## src/rtl/u8v_pkg.sv

```systemverilog
`timescale 1ns / 1ps
// ----------------------------------------------------------------------------
// u8v_pkg - shared types and constants for the UTF-8 stream validator
// Beat structs for both channels and the byte-range limits of the checker.
// ----------------------------------------------------------------------------
package u8v_pkg;

	typedef struct packed {
		logic [7:0] data_byte;
		logic       end_of_string;
	} byte_beat_t;

	typedef struct packed {
		logic no_error_yet;
		logic sequence_closed;
		logic string_valid;
		logic last_result;
	} result_beat_t;

	// continuation range and its narrowed forms
	localparam logic [7:0] CONT_LO     = 8'h80;
	localparam logic [7:0] CONT_HI     = 8'hBF;
	localparam logic [7:0] E0_CONT_LO  = 8'hA0;
	localparam logic [7:0] ED_CONT_HI  = 8'h9F;
	localparam logic [7:0] F0_CONT_LO  = 8'h90;
	localparam logic [7:0] F4_CONT_HI  = 8'h8F;

	// lead byte boundaries
	localparam logic [7:0] LEAD_ASCII_END = 8'h80;
	localparam logic [7:0] LEAD_MIN       = 8'hC2;
	localparam logic [7:0] LEAD_3B_MIN    = 8'hE0;
	localparam logic [7:0] LEAD_4B_MIN    = 8'hF0;
	localparam logic [7:0] LEAD_MAX       = 8'hF4;
	localparam logic [7:0] LEAD_E0        = 8'hE0;
	localparam logic [7:0] LEAD_ED        = 8'hED;
	localparam logic [7:0] LEAD_F0        = 8'hF0;
	localparam logic [7:0] LEAD_F4        = 8'hF4;

endpackage

```

## src/rtl/u8v_in_reg.sv

```systemverilog
`timescale 1ns / 1ps
// ----------------------------------------------------------------------------
// u8v_in_reg - input register stage
// Captures one byte beat; frees itself whenever the beat moves on.
// ----------------------------------------------------------------------------
module u8v_in_reg (
	input  logic                clk,
	input  logic                arst_n,
	input  logic                byte_valid,
	output logic                byte_ready,
	input  u8v_pkg::byte_beat_t byte_beat,
	input  logic                advance,
	output logic                valid_s1,
	output u8v_pkg::byte_beat_t beat_s1
);

	assign byte_ready = !valid_s1 || advance;

	always_ff @(posedge clk or negedge arst_n) begin
		if (!arst_n) begin
			valid_s1 <= 1'b0;
		end else if (byte_ready) begin
			valid_s1 <= byte_valid;
		end
	end

	always_ff @(posedge clk) begin
		if (byte_valid && byte_ready) begin
			beat_s1 <= byte_beat;
		end
	end

endmodule

```

## src/rtl/u8v_check.sv

```systemverilog
`timescale 1ns / 1ps
// ----------------------------------------------------------------------------
// u8v_check - sequence tracker
// Holds the open-sequence state and works out the result for one byte.
// ----------------------------------------------------------------------------
module u8v_check (
	input  logic                  clk,
	input  logic                  arst_n,
	input  logic                  advance,
	input  u8v_pkg::byte_beat_t   beat_s1,
	output u8v_pkg::result_beat_t result
);

	logic [1:0] cont_left_q;
	logic [7:0] low_q;
	logic [7:0] high_q;
	logic       err_q;

	logic [1:0] cont_left_d;
	logic [7:0] low_d;
	logic [7:0] high_d;
	logic       err_d;
	logic [7:0] b;

	assign b = beat_s1.data_byte;

	always_comb begin
		cont_left_d = 2'd0;
		low_d       = u8v_pkg::CONT_LO;
		high_d      = u8v_pkg::CONT_HI;
		err_d       = err_q;
		if (cont_left_q == 2'd0) begin
			// lead byte
			if (b >= u8v_pkg::LEAD_ASCII_END) begin
				if (b < u8v_pkg::LEAD_MIN || b > u8v_pkg::LEAD_MAX) begin
					err_d = 1'b1;
				end else if (b < u8v_pkg::LEAD_3B_MIN) begin
					cont_left_d = 2'd1;
				end else if (b < u8v_pkg::LEAD_4B_MIN) begin
					cont_left_d = 2'd2;
					if (b == u8v_pkg::LEAD_E0) low_d  = u8v_pkg::E0_CONT_LO;
					if (b == u8v_pkg::LEAD_ED) high_d = u8v_pkg::ED_CONT_HI;
				end else begin
					cont_left_d = 2'd3;
					if (b == u8v_pkg::LEAD_F0) low_d  = u8v_pkg::F0_CONT_LO;
					if (b == u8v_pkg::LEAD_F4) high_d = u8v_pkg::F4_CONT_HI;
				end
			end
		end else begin
			// continuation; a bad one abandons the sequence
			if (b < low_q || b > high_q) begin
				err_d = 1'b1;
			end else begin
				cont_left_d = cont_left_q - 2'd1;
			end
		end
	end

	always_comb begin
		result.no_error_yet    = !err_d;
		result.sequence_closed = (cont_left_d == 2'd0);
		result.string_valid    = beat_s1.end_of_string && !err_d && (cont_left_d == 2'd0);
		result.last_result     = beat_s1.end_of_string;
	end

	always_ff @(posedge clk or negedge arst_n) begin
		if (!arst_n) begin
			cont_left_q <= 2'd0;
			low_q       <= u8v_pkg::CONT_LO;
			high_q      <= u8v_pkg::CONT_HI;
			err_q       <= 1'b0;
		end else if (advance) begin
			if (beat_s1.end_of_string) begin
				cont_left_q <= 2'd0;
				low_q       <= u8v_pkg::CONT_LO;
				high_q      <= u8v_pkg::CONT_HI;
				err_q       <= 1'b0;
			end else begin
				cont_left_q <= cont_left_d;
				low_q       <= low_d;
				high_q      <= high_d;
				err_q       <= err_d;
			end
		end
	end

endmodule

```

## src/rtl/u8v_out_reg.sv

```systemverilog
`timescale 1ns / 1ps
// ----------------------------------------------------------------------------
// u8v_out_reg - result register stage
// Holds one result beat until taken; asks for the next while empty or draining.
// ----------------------------------------------------------------------------
module u8v_out_reg (
	input  logic                  clk,
	input  logic                  arst_n,
	input  logic                  valid_s1,
	input  u8v_pkg::result_beat_t result,
	output logic                  advance,
	output logic                  result_valid,
	input  logic                  result_ready,
	output u8v_pkg::result_beat_t result_beat
);

	logic                  valid_s2;
	u8v_pkg::result_beat_t beat_s2;

	assign advance      = valid_s1 && (!valid_s2 || result_ready);
	assign result_valid = valid_s2;
	assign result_beat  = beat_s2;

	always_ff @(posedge clk or negedge arst_n) begin
		if (!arst_n) begin
			valid_s2 <= 1'b0;
		end else if (!valid_s2 || result_ready) begin
			valid_s2 <= valid_s1;
		end
	end

	always_ff @(posedge clk) begin
		if (advance) begin
			beat_s2 <= result;
		end
	end

endmodule

```

## src/rtl/utf8_stream_validator.sv

```systemverilog
`timescale 1ns / 1ps
// Path: an accepted byte beat goes into the input register, and its result into the result register.
// Throughput: one byte per clock unless the result side stalls; the input and
// result registers let a new beat in while a finished result still waits.
// Reset: arst_n clears both stage valids and the sequence state at once.
// The sequence state also returns to its reset values after the last byte.
// ----------------------------------------------------------------------------
// utf8_stream_validator - streaming UTF-8 well-formedness check
// One byte per beat, end_of_string on the final byte; one result per byte.
// ----------------------------------------------------------------------------
module utf8_stream_validator (
	input  logic                  clk,
	input  logic                  arst_n,
	input  logic                  byte_valid,
	output logic                  byte_ready,
	input  u8v_pkg::byte_beat_t   byte_beat,
	output logic                  result_valid,
	input  logic                  result_ready,
	output u8v_pkg::result_beat_t result_beat
);

	// Stage 1 holds the raw byte; the tracker looks at it against the
	// sequence state and the outcome lands in stage 2 on the same edge that
	// commits the new state. 'advance' is that edge's enable.
	logic                  advance;
	logic                  valid_s1;
	u8v_pkg::byte_beat_t   beat_s1;
	u8v_pkg::result_beat_t result;

	u8v_in_reg u_in_reg (
		.clk        (clk),
		.arst_n     (arst_n),
		.byte_valid (byte_valid),
		.byte_ready (byte_ready),
		.byte_beat  (byte_beat),
		.advance    (advance),
		.valid_s1   (valid_s1),
		.beat_s1    (beat_s1)
	);

	// Lead / continuation decode, narrowed bounds after E0, ED, F0, F4,
	// sticky error flag per string.
	u8v_check u_check (
		.clk     (clk),
		.arst_n  (arst_n),
		.advance (advance),
		.beat_s1 (beat_s1),
		.result  (result)
	);

	u8v_out_reg u_out_reg (
		.clk          (clk),
		.arst_n       (arst_n),
		.valid_s1     (valid_s1),
		.result       (result),
		.advance      (advance),
		.result_valid (result_valid),
		.result_ready (result_ready),
		.result_beat  (result_beat)
	);

endmodule

```

## config.mk

```make
export PLATFORM = sky130hd
export DESIGN_NAME = utf8_stream_validator
export DESIGN_NICKNAME = d
export VERILOG_FILES = /design/src/rtl/u8v_pkg.sv /design/src/rtl/u8v_in_reg.sv /design/src/rtl/u8v_check.sv /design/src/rtl/u8v_out_reg.sv /design/src/rtl/utf8_stream_validator.sv
export SDC_FILE = /design/constraint.sdc
export NUM_CORES = 1
export LEC_CHECK = 0
export BUFFER_PORTS_ARGS = -buffer_cell sky130_fd_sc_hd__buf_4
export CAP_MARGIN = 10
export CELL_PAD_IN_SITES_DETAIL_PLACEMENT = 0
export CELL_PAD_IN_SITES_GLOBAL_PLACEMENT = 2
export CORE_MARGIN = 2
export CORE_UTILIZATION = 30
export CTS_CLUSTER_DIAMETER = 150
export DETAILED_ROUTE_END_ITERATION = 6
export PLACE_DENSITY = 0.7
export SLEW_MARGIN = 10
export SYNTH_ARGS = -nofsm -noshare
export SYNTH_HDL_FRONTEND = slang
export SYNTH_SLANG_ARGS = --single-unit
```

## constraint.sdc

```tcl
create_clock -name clk -period 5.4 [get_ports clk]
set_clock_uncertainty 0.1 [all_clocks]
set_input_delay 0.27 -clock clk [delete_from_list [all_inputs] [get_ports clk]]
set_output_delay 0.27 -clock clk [all_outputs]
set_load 0.02 [all_outputs]
```

==> results of run 1 <==
## per-stage QoR
| step | setup WS, ns | instances | cell area [um2] |
|---|---|---|---|
| 4_1_cts | 3.09 | 162 | 1320 |
| 3_3_place_gp | 3.25 | 157 | 1260 |
| 5_1_grt | 2.97 | 165 | 1350 |
| 3_5_place_dp | 3.13 | 157 | 1260 |
| 2_1_floorplan | 3.30 | 93 | 1070 |
| 6_report | 3.06 | 165 | 1350 |
## cell usage in the layout (no fill, tap or decap), drive strengths merged, types with 2 or more instances in the layout
| cell type | Yosys | final |
|---|---|---|
| inv | 9 | 9 |
| clkbuf | 0 | 3 |
| nand2 | 12 | 12 |
| and2 | 2 | 2 |
| dlygate4sd3 | 0 | 4 |
| a21oi | 4 | 4 |
| dfrtp | 7 | 7 |
| buf | 0 | 18 |
| dfstp | 2 | 2 |
| nand2b | 4 | 4 |
| o41ai | 2 | 2 |
| ha | 4 | 4 |
| nand3 | 2 | 2 |
| nor2 | 2 | 2 |
| edfxtp | 13 | 13 |
| nor2b | 2 | 2 |
| nor3 | 3 | 3 |
| and3 | 2 | 2 |
| and4 | 2 | 2 |
| o21ai | 2 | 2 |
| a2111oi | 2 | 2 |
## metal layers
metal | GRT usage, % | vias to the layer above | part of all wire [%]
met5 | 0 | - | 0
met1 | 15.5 | 359 | 48
met3 | 2.14 | 4 | 3.4
met2 | 19.7 | 22 | 47
met4 | 4.89 | 0 | 1.8
li1 | - | 406 | -
## worst max path at each step
stage | from | endpoint | slack (ns) | depth (start not counted)
finish | u_check.high_q[5] | u_out_reg.result_beat[1] | 3.06 | 6
global route | u_check.high_q[5] | u_out_reg.result_beat[1] | 2.97 | 6
CTS | u_check.high_q[5] | u_out_reg.result_beat[1] | 3.09 | 6
detailed placement | u_check.high_q[5] | u_out_reg.result_beat[1] | 3.13 | 6
global placement | u_check.high_q[5] | u_out_reg.result_beat[1] | 3.25 | 6
floorplan | u_check.high_q[5] | u_out_reg.result_beat[1] | 3.30 | 6
## registers in the layout (all words and copies together) (netlist names)
name                    flops
u_out_reg.result_valid      1
u_out_reg.result_beat       4
u_in_reg.beat_s1            9
u_in_reg.valid_s1           1
u_check.err_q               1
u_check.low_q               2
u_check.cont_left_q         2
u_check.high_q              2
## kinds of logic (layout without fill, tap and decap cells)
logic type,Yosys count,count (layout),share of synthesized area (%)
buffers and inverters,9,35,3.17
adder cells (fa/ha/maj),4,4,4.69
AO/OA/AOI/OAI,21,21,15.4
AND/OR/NAND/NOR,37,37,18.9
flip-flops,22,22,57.9
## power by group through the flow
stage	Sequential (mW)	Combinational [mW]	Clock, mW
2_1_floorplan	0.208	0.0305	0
6_report	0.202	0.0592	0.127
3_3_place_gp	0.206	0.0573	0
3_5_place_dp	0.206	0.0573	0
5_1_grt	0.204	0.0668	0.138
4_1_cts	0.202	0.0581	0.130
## final cells by class
type,count,area [um2],share of cell area [%]
Tap cell,46,57.6,4.26
Timing Repair Buffer,22,175,13.0
Multi-Input combinational cell,62,415,30.7
Clock inverter,1,30.0,2.22
Sequential cell,22,618,45.7
Inverter,9,33.8,2.50
Clock buffer,3,22.5,1.67
## worst reg2reg max path: stages, from the launching register on
cell,delay [ns]
dfstp_2,0.54
inv_1,0.05
ha_1,0.29
a21oi_1,0.17
a41oi_1,0.10
or4_1,0.50
a2111oi_2,0.40
==> metrics.md, run 1 <==
| Metric | Value |
|---|---|
| Power Internal | `0.295 mW` |
| Final Slew Violations | `0` |
| Share of synthesized registers carrying an async set or reset | `40.9%` |
| Worst setup SP type | `register` |
| Sequential share of power | `52.0%` |
| Post-CTS Hold Buffers | `1` |
| Layout Nets | `137` |
| Clock Tree Buf Depth | `2` |
| Placed wire-length estimate | `1.69 mm` |
| Count of final setup violators | `0` |
| Post-route ant nets | `0` |
| Ys flop type | `edfxtp_1` |
| Net switching power of the design | `0.0944 mW` |
| Top Ports | `19` |
| R2r worst-path depth | `6` |
| Crit Path Category | `register to register` |
| Top-count cell post-synth | `edfxtp_1` |
| R2R Setup Slk | `3.06 ns` |
| Layout area overhead | `26.7%` |
| Final Cycle Share | `43.2%` |
| Core footprint | `3390 um2` |
| Placer Congestion | `0.812` |
| Max incr delay on CP | `0.54 ns` |
| Die height | `63.6 um` |
| Die X | `63.6 um` |
| Setup Buffers After CTS | `0` |
| Final global-route overflow total | `0` |
| Max-Slew Margin vs Limit | `48.1%` |
| Crit-path cells | `inv_1 > ha_1 > a21oi_1 > a41oi_1 > or4_1 > a2111oi_2` |
| Hold_sp | `byte_beat[1]` |
| DRC | `0` |
| RSZ-0062 raised after global routing | `no` |
| H-tree levels | `1` |
| Synth top area cells | `edfxtp_1 (37%), dfrtp_1 (16%), dfstp_2 (4.9%)` |
| Die ar. | `4050 um2` |
| Synth area leader | `edfxtp_1` |
| Synthesized Nets | `110` |
| F_max | `428 MHz` |
| TritonCTS clock tree | `built` |
| Outcome | `completed` |
| # resized after CTS | `0` |
| Core Util, Final | `39.9%` |
| PortBufs | `18` |
| Share of layout cells above drive strength 1 | `21.8%` |
| Cell variety after synth | `38` |
| Starting DRT DRC Count | `17` |
| Power share of the combinational group | `15.2%` |
| Sw frac | `24.3%` |
| Worst-margin pin slew | `0.773 ns` |
| Synth top cells by count | `edfxtp_1 (13), nand2_1 (12), inv_1 (8)` |
| Setup TNS | `0 ns` |
| Number of global-route vias before repair | `825` |
| CP max FO | `4` |
| Syn Area/Cell | `11.5 um2` |
| Fill cells | `329` |
| Worst Hold Endpoint | `u_in_reg.beat_s1[1]` |
| First-pass DRT Iterations | `4` |
| # rows | `21` |
| Worst hold margin | `0.0286 ns` |
| Min-delay worst type | `primary input to register` |
| RR Endpoint | `u_out_reg.result_beat[1]` |
| Crit path capture type | `register` |
| Initial antenna violation count | `0` |
| Power per cell area | `288 nW/um2` |
| Max Cap Viol | `0` |
| Diode count | `0` |
| Drt wl/cell | `13.1 um` |
| EDFF count, synth | `13` |
| Worst path buffer plus inverter count | `1` |
| Cell with the largest stage delay on the worst path | `dfstp_2` |
| Clock Sinks | `22` |
| Hold depth | `1` |
| Synth warn | `0` |
| Final hold vios | `0` |
| Gr usage total | `12.0%` |
| Leakage Power | `0.547 nW` |
| Initial Util | `31.5%` |
| Clock buffer count from CTS | `3` |
| CP top delay family | `compound AO/OA/AOI/OAI gates` |
| First-pass GRT wire length | `3.76 mm` |
| Reg clk slew, reported paths | `0.13 ns` |
| Mapped Cells | `93` |
| Tot Pwr | `0.389 mW` |
| Reg2reg start | `u_check.high_q[5]` |
| Synthesized area | `1070 um2` |
| Sequential-to-total area share from yosys stat | `57.9%` |
| Peak supply drop | `156 uV` |
| Fin crit period | `2.34 ns` |
| Vias/cell | `4.79` |
| CP arrival | `2.36 ns` |
| CTS root buffer | `clkbuf_4` |
| Post-synth top area share | `36.6%` |
| Largest net degree at the start of global routing | `14` |
| Via Count | `791` |
| Synth Register Bits | `22` |
| WP data required | `5.43 ns` |
| Clock network fraction of total power | `32.8%` |
| Routed WL | `2.16 mm` |
| Clk_lat worst skew | `0.32 ns` |
(Power assumes the default switching activity.)
==> inputs of run 2 (changes only) <==
==> constraint.sdc (replaced) <==
create_clock -name clk -period 2.2 [get_ports clk]
set_clock_uncertainty 0.1 [all_clocks]
set_input_delay 0.11 -clock clk [delete_from_list [all_inputs] [get_ports clk]]
set_output_delay 0.11 -clock clk [all_outputs]
set_load 0.02 [all_outputs]
==> metrics.md, run 2 (synthesis results as in run 1) <==
| Metric | Value |
|---|---|
| Vias/cell | `4.85 (+1.3%)` |
| H-tree levels | `1 (unchanged)` |
| Final Cycle Share | `93.9% (+51 points)` |
| Most common cell after layout, fill and taps aside | `buf_4` |
| Post-route ant nets | `0 (unchanged)` |
| CTS root buffer | `clkbuf_4` |
| Final setup margin | `0.134 ns (-2.93 ns)` |
| Count of final setup violators | `0 (unchanged)` |
| Diode count | `0 (unchanged)` |
| Drt wl/cell | `12.8 um (-2.5%)` |
| F_max | `484 MHz (+13%)` |
| Peak supply drop | `345 uV (+120%)` |
| CP arrival | `2.02 ns (-0.34 ns)` |
| Outcome | `completed` |
| # rows | `21 (unchanged)` |
| Final global-route overflow total | `0 (unchanged)` |
| Via Count | `864 (+9.2%)` |
| Clock Tree Buf Depth | `2 (unchanged)` |
| Max Cap Viol | `0 (unchanged)` |
| Worst-margin pin slew | `0.444 ns (-0.329 ns)` |
| Crit Path Category | `register to register` |
| Final Slew Violations | `0 (unchanged)` |
| Crit-path cells | `inv_1 > ha_4 > a21oi_2 > a41oi_2 > buf_4 > a2111oi_0 > buf_4 > a2111oi_4` |
| Largest net degree at the start of global routing | `13 (-1)` |
| Clock Sinks | `22 (unchanged)` |
| Routed WL | `2.27 mm (+5.2%)` |
| CP dominant cell by count | `buf_4` |
| Final hold vios | `0 (unchanged)` |
| R2r worst-path depth | `8 (+2)` |
| Max incr delay on CP | `0.54 ns (about the same)` |
| Core Util, Final | `43.9% (+3.9 points)` |
| Crit path capture type | `register` |
| Max reg flops | `9 (unchanged)` |
| Clock buffer count from CTS | `3 (unchanged)` |
| PortBufs | `18 (unchanged)` |
| Sequential share of power | `57.6% (+5.6 points)` |
| Setup TNS | `0 ns (unchanged)` |
| RSZ-0062 raised after global routing | `no` |
| Setup Slack @ Placement | `0.00886 ns (-3.12 ns)` |
| Max-Slew Margin vs Limit | `70.4% (+22 points)` |
| Layout Nets | `150 (+9.5%)` |
| Clk_lat worst skew | `0.31 ns (about the same)` |
| Initial Util | `31.5% (unchanged)` |
| CP max FO | `3 (-1)` |
| Layout area overhead | `39.3%` |
| Die X | `63.6 um (unchanged)` |
| Fin crit period | `2.07 ns (-0.270 ns)` |
| Placed wire-length estimate | `1.72 mm (+1.5%)` |
| RR Endpoint | `u_out_reg.result_beat[1]` |
| Sw frac | `27.5% (+3.3 points)` |
| Die height | `63.6 um (unchanged)` |
| Beginning of the critical path | `u_check.high_q[5]` |
| Reg clk slew, reported paths | `0.13 ns (about the same)` |
| Starting DRT DRC Count | `35 (+18)` |
| TritonCTS clock tree | `built` |
| WP data required | `2.16 ns (-3.27 ns)` |
| Leakage Power | `0.598 nW (+9.3%)` |
| Net switching power of the design | `0.238 mW (+150%)` |
| Power per cell area | `581 nW/um2 (+100%)` |
| Die ar. | `4050 um2 (unchanged)` |
| Most frequent cells in the layout | `buf_4 (23), edfxtp_1 (13), dlygate4sd3_1 (12)` |
| Share of layout cells above drive strength 1 | `26.5% (+4.7 points)` |
| Worst path buffer plus inverter count | `3 (+2)` |
| Clock network fraction of total power | `22.2% (-11 points)` |
| Power Internal | `0.626 mW (+110%)` |
| Core footprint | `3390 um2 (unchanged)` |
| First-pass DRT Iterations | `4 (unchanged)` |
| Top Ports | `19 (unchanged)` |
| Reg2reg start | `u_check.high_q[5]` |
| Most flops, register | `u_in_reg.beat_s1` |
| CP top delay family | `flip-flops` |
| Min-delay worst type | `primary input to async pin` |
| Placer Congestion | `0.778 (-4.1%)` |
| Cell with the largest stage delay on the worst path | `dfstp_2` |
| Power share of the combinational group | `20.2% (+5.0 points)` |
| First-pass GRT wire length | `4.08 mm (+8.6%)` |
| DRC | `0 (unchanged)` |
| Worst setup SP type | `register` |
| R2R Setup Slk | `0.13 ns (-2.93 ns)` |
| Gr usage total | `13.0% (+1.1 points)` |
| Initial antenna violation count | `0 (unchanged)` |
| Worst hold margin | `0.0510 ns (+0.0224 ns)` |
| Number of global-route vias before repair | `904 (+9.6%)` |
run 2: cell types whose count changed in the layout (fill, tap and decap cells not counted), sizes merged:
cell and change:
buf +5, clkinv +1, bufinv -1, dlygate4sd3 +8
run 2: metrics by stage:
step	area, um2	instances	power, mW
after floorplan	1070	93	0.585
after global placement	1290	161	0.649
after detailed placement	1290	161	0.650
after CTS	1470	177	0.869
after global routing	1490	178	0.917
final	1490	178	0.863
run 2: worst max path at each step:
stage / to / slack, ns / cells after the start
final: u_out_reg.result_beat[1] / 0.13 / 8
after CTS: u_out_reg.result_beat[1] / 0.03 / 5
after global routing: u_out_reg.result_beat[1] / 0.03 / 4
after global placement: u_out_reg.result_beat[1] / 0.07 / 6
after detailed placement: u_out_reg.result_beat[1] / 0.009 / 6
after floorplan: u_out_reg.result_beat[1] / 0.10 / 6
run 2: metal layers:
metal	up-vias	track usage (%)	part of all wire, %
met3	2	2.14	3.4
met4	0	4.89	0.84
met5	-	0	0
met2	19	23.6	49
li1	432	-	-
met1	411	15.4	47
run 2: power groups by stage:
stage          Clock, mW  Combinational (mW)  Sequential, mW
6_report           0.191               0.175           0.497
5_1_grt            0.222               0.194           0.501
4_1_cts            0.201               0.171           0.497
3_5_place_dp           0               0.146           0.505
3_3_place_gp           0               0.145           0.504
2_1_floorplan          0              0.0749           0.510
run 2: timing repair:
action | in CTS | in global routing
pin swaps | 2 | 3
hold endpoints to repair | 20 | 0
gates cloned | 0 | 0
endpoints found under the setup margin | 1 | 1
resized for setup | 4 | 2
hold buffers | 12 | 0
buffers inserted | 0 | 1
run 2: layout make-up:
type	count	area (um2)
tap	46	57.6
clock buffer	3	22.5
sequential	22	618
multi-input combinational	62	458
clock inverter	1	3.75
timing repair buffer	35	293
inverter	9	33.8
fill	317	1900
==> inputs of run 3 (changes only) <==
--- a/config.mk
+++ b/config.mk
@@ -9,6 +9,7 @@
 export CAP_MARGIN = 10
 export CELL_PAD_IN_SITES_DETAIL_PLACEMENT = 0
 export CELL_PAD_IN_SITES_GLOBAL_PLACEMENT = 2
+export CORE_ASPECT_RATIO = 1.25
 export CORE_MARGIN = 2
 export CORE_UTILIZATION = 30
 export CTS_CLUSTER_DIAMETER = 150
==> constraint.sdc (replaced) <==
create_clock -name clk -period 2.2 [get_ports clk]
set_clock_uncertainty 0.1 [all_clocks]
set_input_delay 0.11 -clock clk [delete_from_list [all_inputs] [get_ports clk]]
set_output_delay 0.11 -clock clk [all_outputs]
set_load 0.05 [all_outputs]
==> metrics.md, run 3 (synthesis results as in run 1) <==
| Metric | Value |
|---|---|
| Min-delay worst type | `primary input to register` |
| # rows | `24 (+14%)` |
| # placed instances | `154 (-4.3%)` |
| Most flops, register | `u_in_reg.beat_s1` |
| Diode count | `0 (unchanged)` |
| Crit Path Category | `register to register` |
| Power Internal | `0.799 mW (+28%)` |
| Fill cells | `315 (-0.63%)` |
| Net switching power of the design | `0.267 mW (+12%)` |
| Setup TNS | `0 ns (unchanged)` |
| Reg2reg start | `u_check.high_q[5]` |
| Routed WL | `2.26 mm (-0.79%)` |
| Power per cell area | `709 nW/um2 (+22%)` |
| Final hold vios | `0 (unchanged)` |
| Die ar. | `4050 um2 (about the same)` |
| Clock network fraction of total power | `35.4% (+13 points)` |
| R2r worst-path depth | `5 (-3)` |
| DRC | `0 (unchanged)` |
| CP max FO | `2 (-1)` |
| Final global-route overflow total | `0 (unchanged)` |
| Placer Congestion | `0.736 (-5.4%)` |
| Max-Slew Margin vs Limit | `72.1% (+1.7 points)` |
| Worst-margin pin slew | `0.419 ns (-0.0252 ns)` |
| Final Cycle Share | `94.8% (+0.90 points)` |
| Number of global-route vias before repair | `885 (-2.1%)` |
| Most common cell after layout, fill and taps aside | `buf_4` |
| Post-route ant nets | `0 (unchanged)` |
| Max reg flops | `9 (unchanged)` |
| Sw frac | `25.1% (-2.5 points)` |
| Count of final setup violators | `0 (unchanged)` |
| Setup Buffers After CTS | `0 (unchanged)` |
| Crit path capture | `u_out_reg.result_beat[1]` |
| Layout Nets | `148 (-1.3%)` |
| Area of the multi-input gates | `455 um2 (-0.55%)` |
| Reg clk slew, reported paths | `0.08 ns (-0.05 ns)` |
| Top Ports | `19 (unchanged)` |
| Starting DRT DRC Count | `24 (-31%)` |
| Power share of the combinational group | `18.1% (-2.1 points)` |
| H-tree levels | `1 (unchanged)` |
| Vias/cell | `4.93 (+1.7%)` |
| R2R Setup Slk | `0.11 ns (-0.02 ns)` |
| Beginning of the critical path | `u_check.high_q[5]` |
| Share of layout cells above drive strength 1 | `26.2% (-0.36 points)` |
| Max Cap Viol | `0 (unchanged)` |
| Worst hold margin | `0.0286 ns (-0.0224 ns)` |
| Largest net degree at the start of global routing | `14 (+1)` |
| PortBufs | `18 (unchanged)` |
| Placed wire-length estimate | `1.74 mm (+1.3%)` |
| Non-filler cells, final | `169 (-5.1%)` |
| Sequential cell area | `618 um2 (unchanged)` |
| Clock buffer count from CTS | `3 (unchanged)` |
| CTS root buffer | `clkbuf_8` |
| Initial antenna violation count | `0 (unchanged)` |
| Worst setup SP type | `register` |
| Leakage Power | `0.609 nW (+1.9%)` |
| Gr usage total | `12.5% (-0.52 points)` |
| First-pass GRT wire length | `3.86 mm (-5.4%)` |
| RR Endpoint | `u_out_reg.result_beat[1]` |
| Initial Util | `30.9% (-0.58 points)` |
| WP data required | `2.19 ns (+0.03 ns)` |
| Core Util, Final | `43.5% (-0.34 points)` |
| Clock Tree Buf Depth | `2 (unchanged)` |
| Outcome | `completed` |
| Most frequent cells in the layout | `buf_4 (22), edfxtp_1 (13), nand2_1 (12)` |
| Die X | `57.4 um (-9.9%)` |
| Sequential share of power | `46.5% (-11 points)` |
| Layout area overhead | `40.8%` |
| First-pass DRT Iterations | `4 (unchanged)` |
| Via Count | `834 (-3.5%)` |
| Crit path capture type | `register` |
| Drt wl/cell | `13.3 um (+4.5%)` |
| RSZ-0062 raised after global routing | `no` |
| CP arrival | `2.07 ns (+0.05 ns)` |
| Final Slew Violations | `0 (unchanged)` |
| TritonCTS clock tree | `built` |
| F_max | `479 MHz (-0.95%)` |
| Fin crit period | `2.09 ns (+0.0198 ns)` |
| Core footprint | `3450 um2 (+1.9%)` |
| Peak supply drop | `433 uV (+26%)` |
| Clk_lat worst skew | `0.26 ns (-0.05 ns)` |
| Tot Pwr | `1.07 mW (+23%)` |
| Die height | `70.7 um (+11%)` |
| Clock Sinks | `22 (unchanged)` |
## run 3: cell types whose count changed in the layout (fill, tap and decap cells not counted)
cell,before,now
bufinv_16,0,1
nand2_2,1,0
clkbuf_8,0,3
clkinv_1,1,0
dlygate4sd3_1,12,11
nand2_1,11,12
clkbuf_4,3,0
buf_4,23,22
## run 3: timing repair
action / 4_1_cts / 5_1_grt
endpoints found under the setup margin: 1 / 2
endpoints found under the hold margin: 19 / 0
pin swaps: 0 / 3
resized for setup: 1 / 4
hold buffers: 11 / 0
## run 3: area by class of cell
cell class	count	share of cell area (%)
sequential	22	41.1
tap	39	3.25
multi-input combinational	62	30.3
clock buffer	3	2.75
timing repair buffer	33	18.3
inverter	9	2.25
clock inverter	1	2.00
## run 3: worst min path at each step
stage	depth (start not counted)	end	startpoint	slack, ns
finish	3	u_out_reg.result_valid	result_ready	0.03
global route	3	u_out_reg.result_valid	result_ready	0.04
CTS	3	u_out_reg.result_valid	result_ready	0.03
detailed placement	1	u_check.low_q[5]	arst_n	-0.15
global placement	1	u_check.low_q[5]	arst_n	-0.15
floorplan	0	u_check.cont_left_q[0]	arst_n	-0.29
## run 3: metrics by stage
step | worst slack (ns) | cell area, um2
after floorplan | 0.103 | 1070
after global placement | 0.0720 | 1280
after detailed placement | 0.0144 | 1280
after CTS | 0.0170 | 1470
after global routing | 0.0380 | 1500
final | 0.114 | 1500
## run 3: metal layers
| metal | wire length, um | up-vias | GRT usage, % |
|---|---|---|---|
| li1 | - | 426 | - |
| met3 | 63 | 5 | 2.56 |
| met5 | 0 | - | 0 |
| met4 | 53 | 0 | 7.24 |
| met2 | 1240 | 20 | 22.1 |
| met1 | 898 | 383 | 13.6 |
## run 3: worst max-delay path: stages (launching register included)
cell and delay (ns):
dfstp_2 0.52, inv_1 0.07, ha_4 0.28, a41oi_2 0.13, or4_4 0.53, a2111oi_4 0.29
## run 3: power by group through the flow
stage | combinational (mW) | sequential (mW) | clock, mW
floorplan | 0.0782 | 0.531 | 0
global placement | 0.170 | 0.504 | 0
detailed placement | 0.170 | 0.504 | 0
CTS | 0.187 | 0.495 | 0.389
global route | 0.211 | 0.501 | 0.409
finish | 0.193 | 0.496 | 0.377
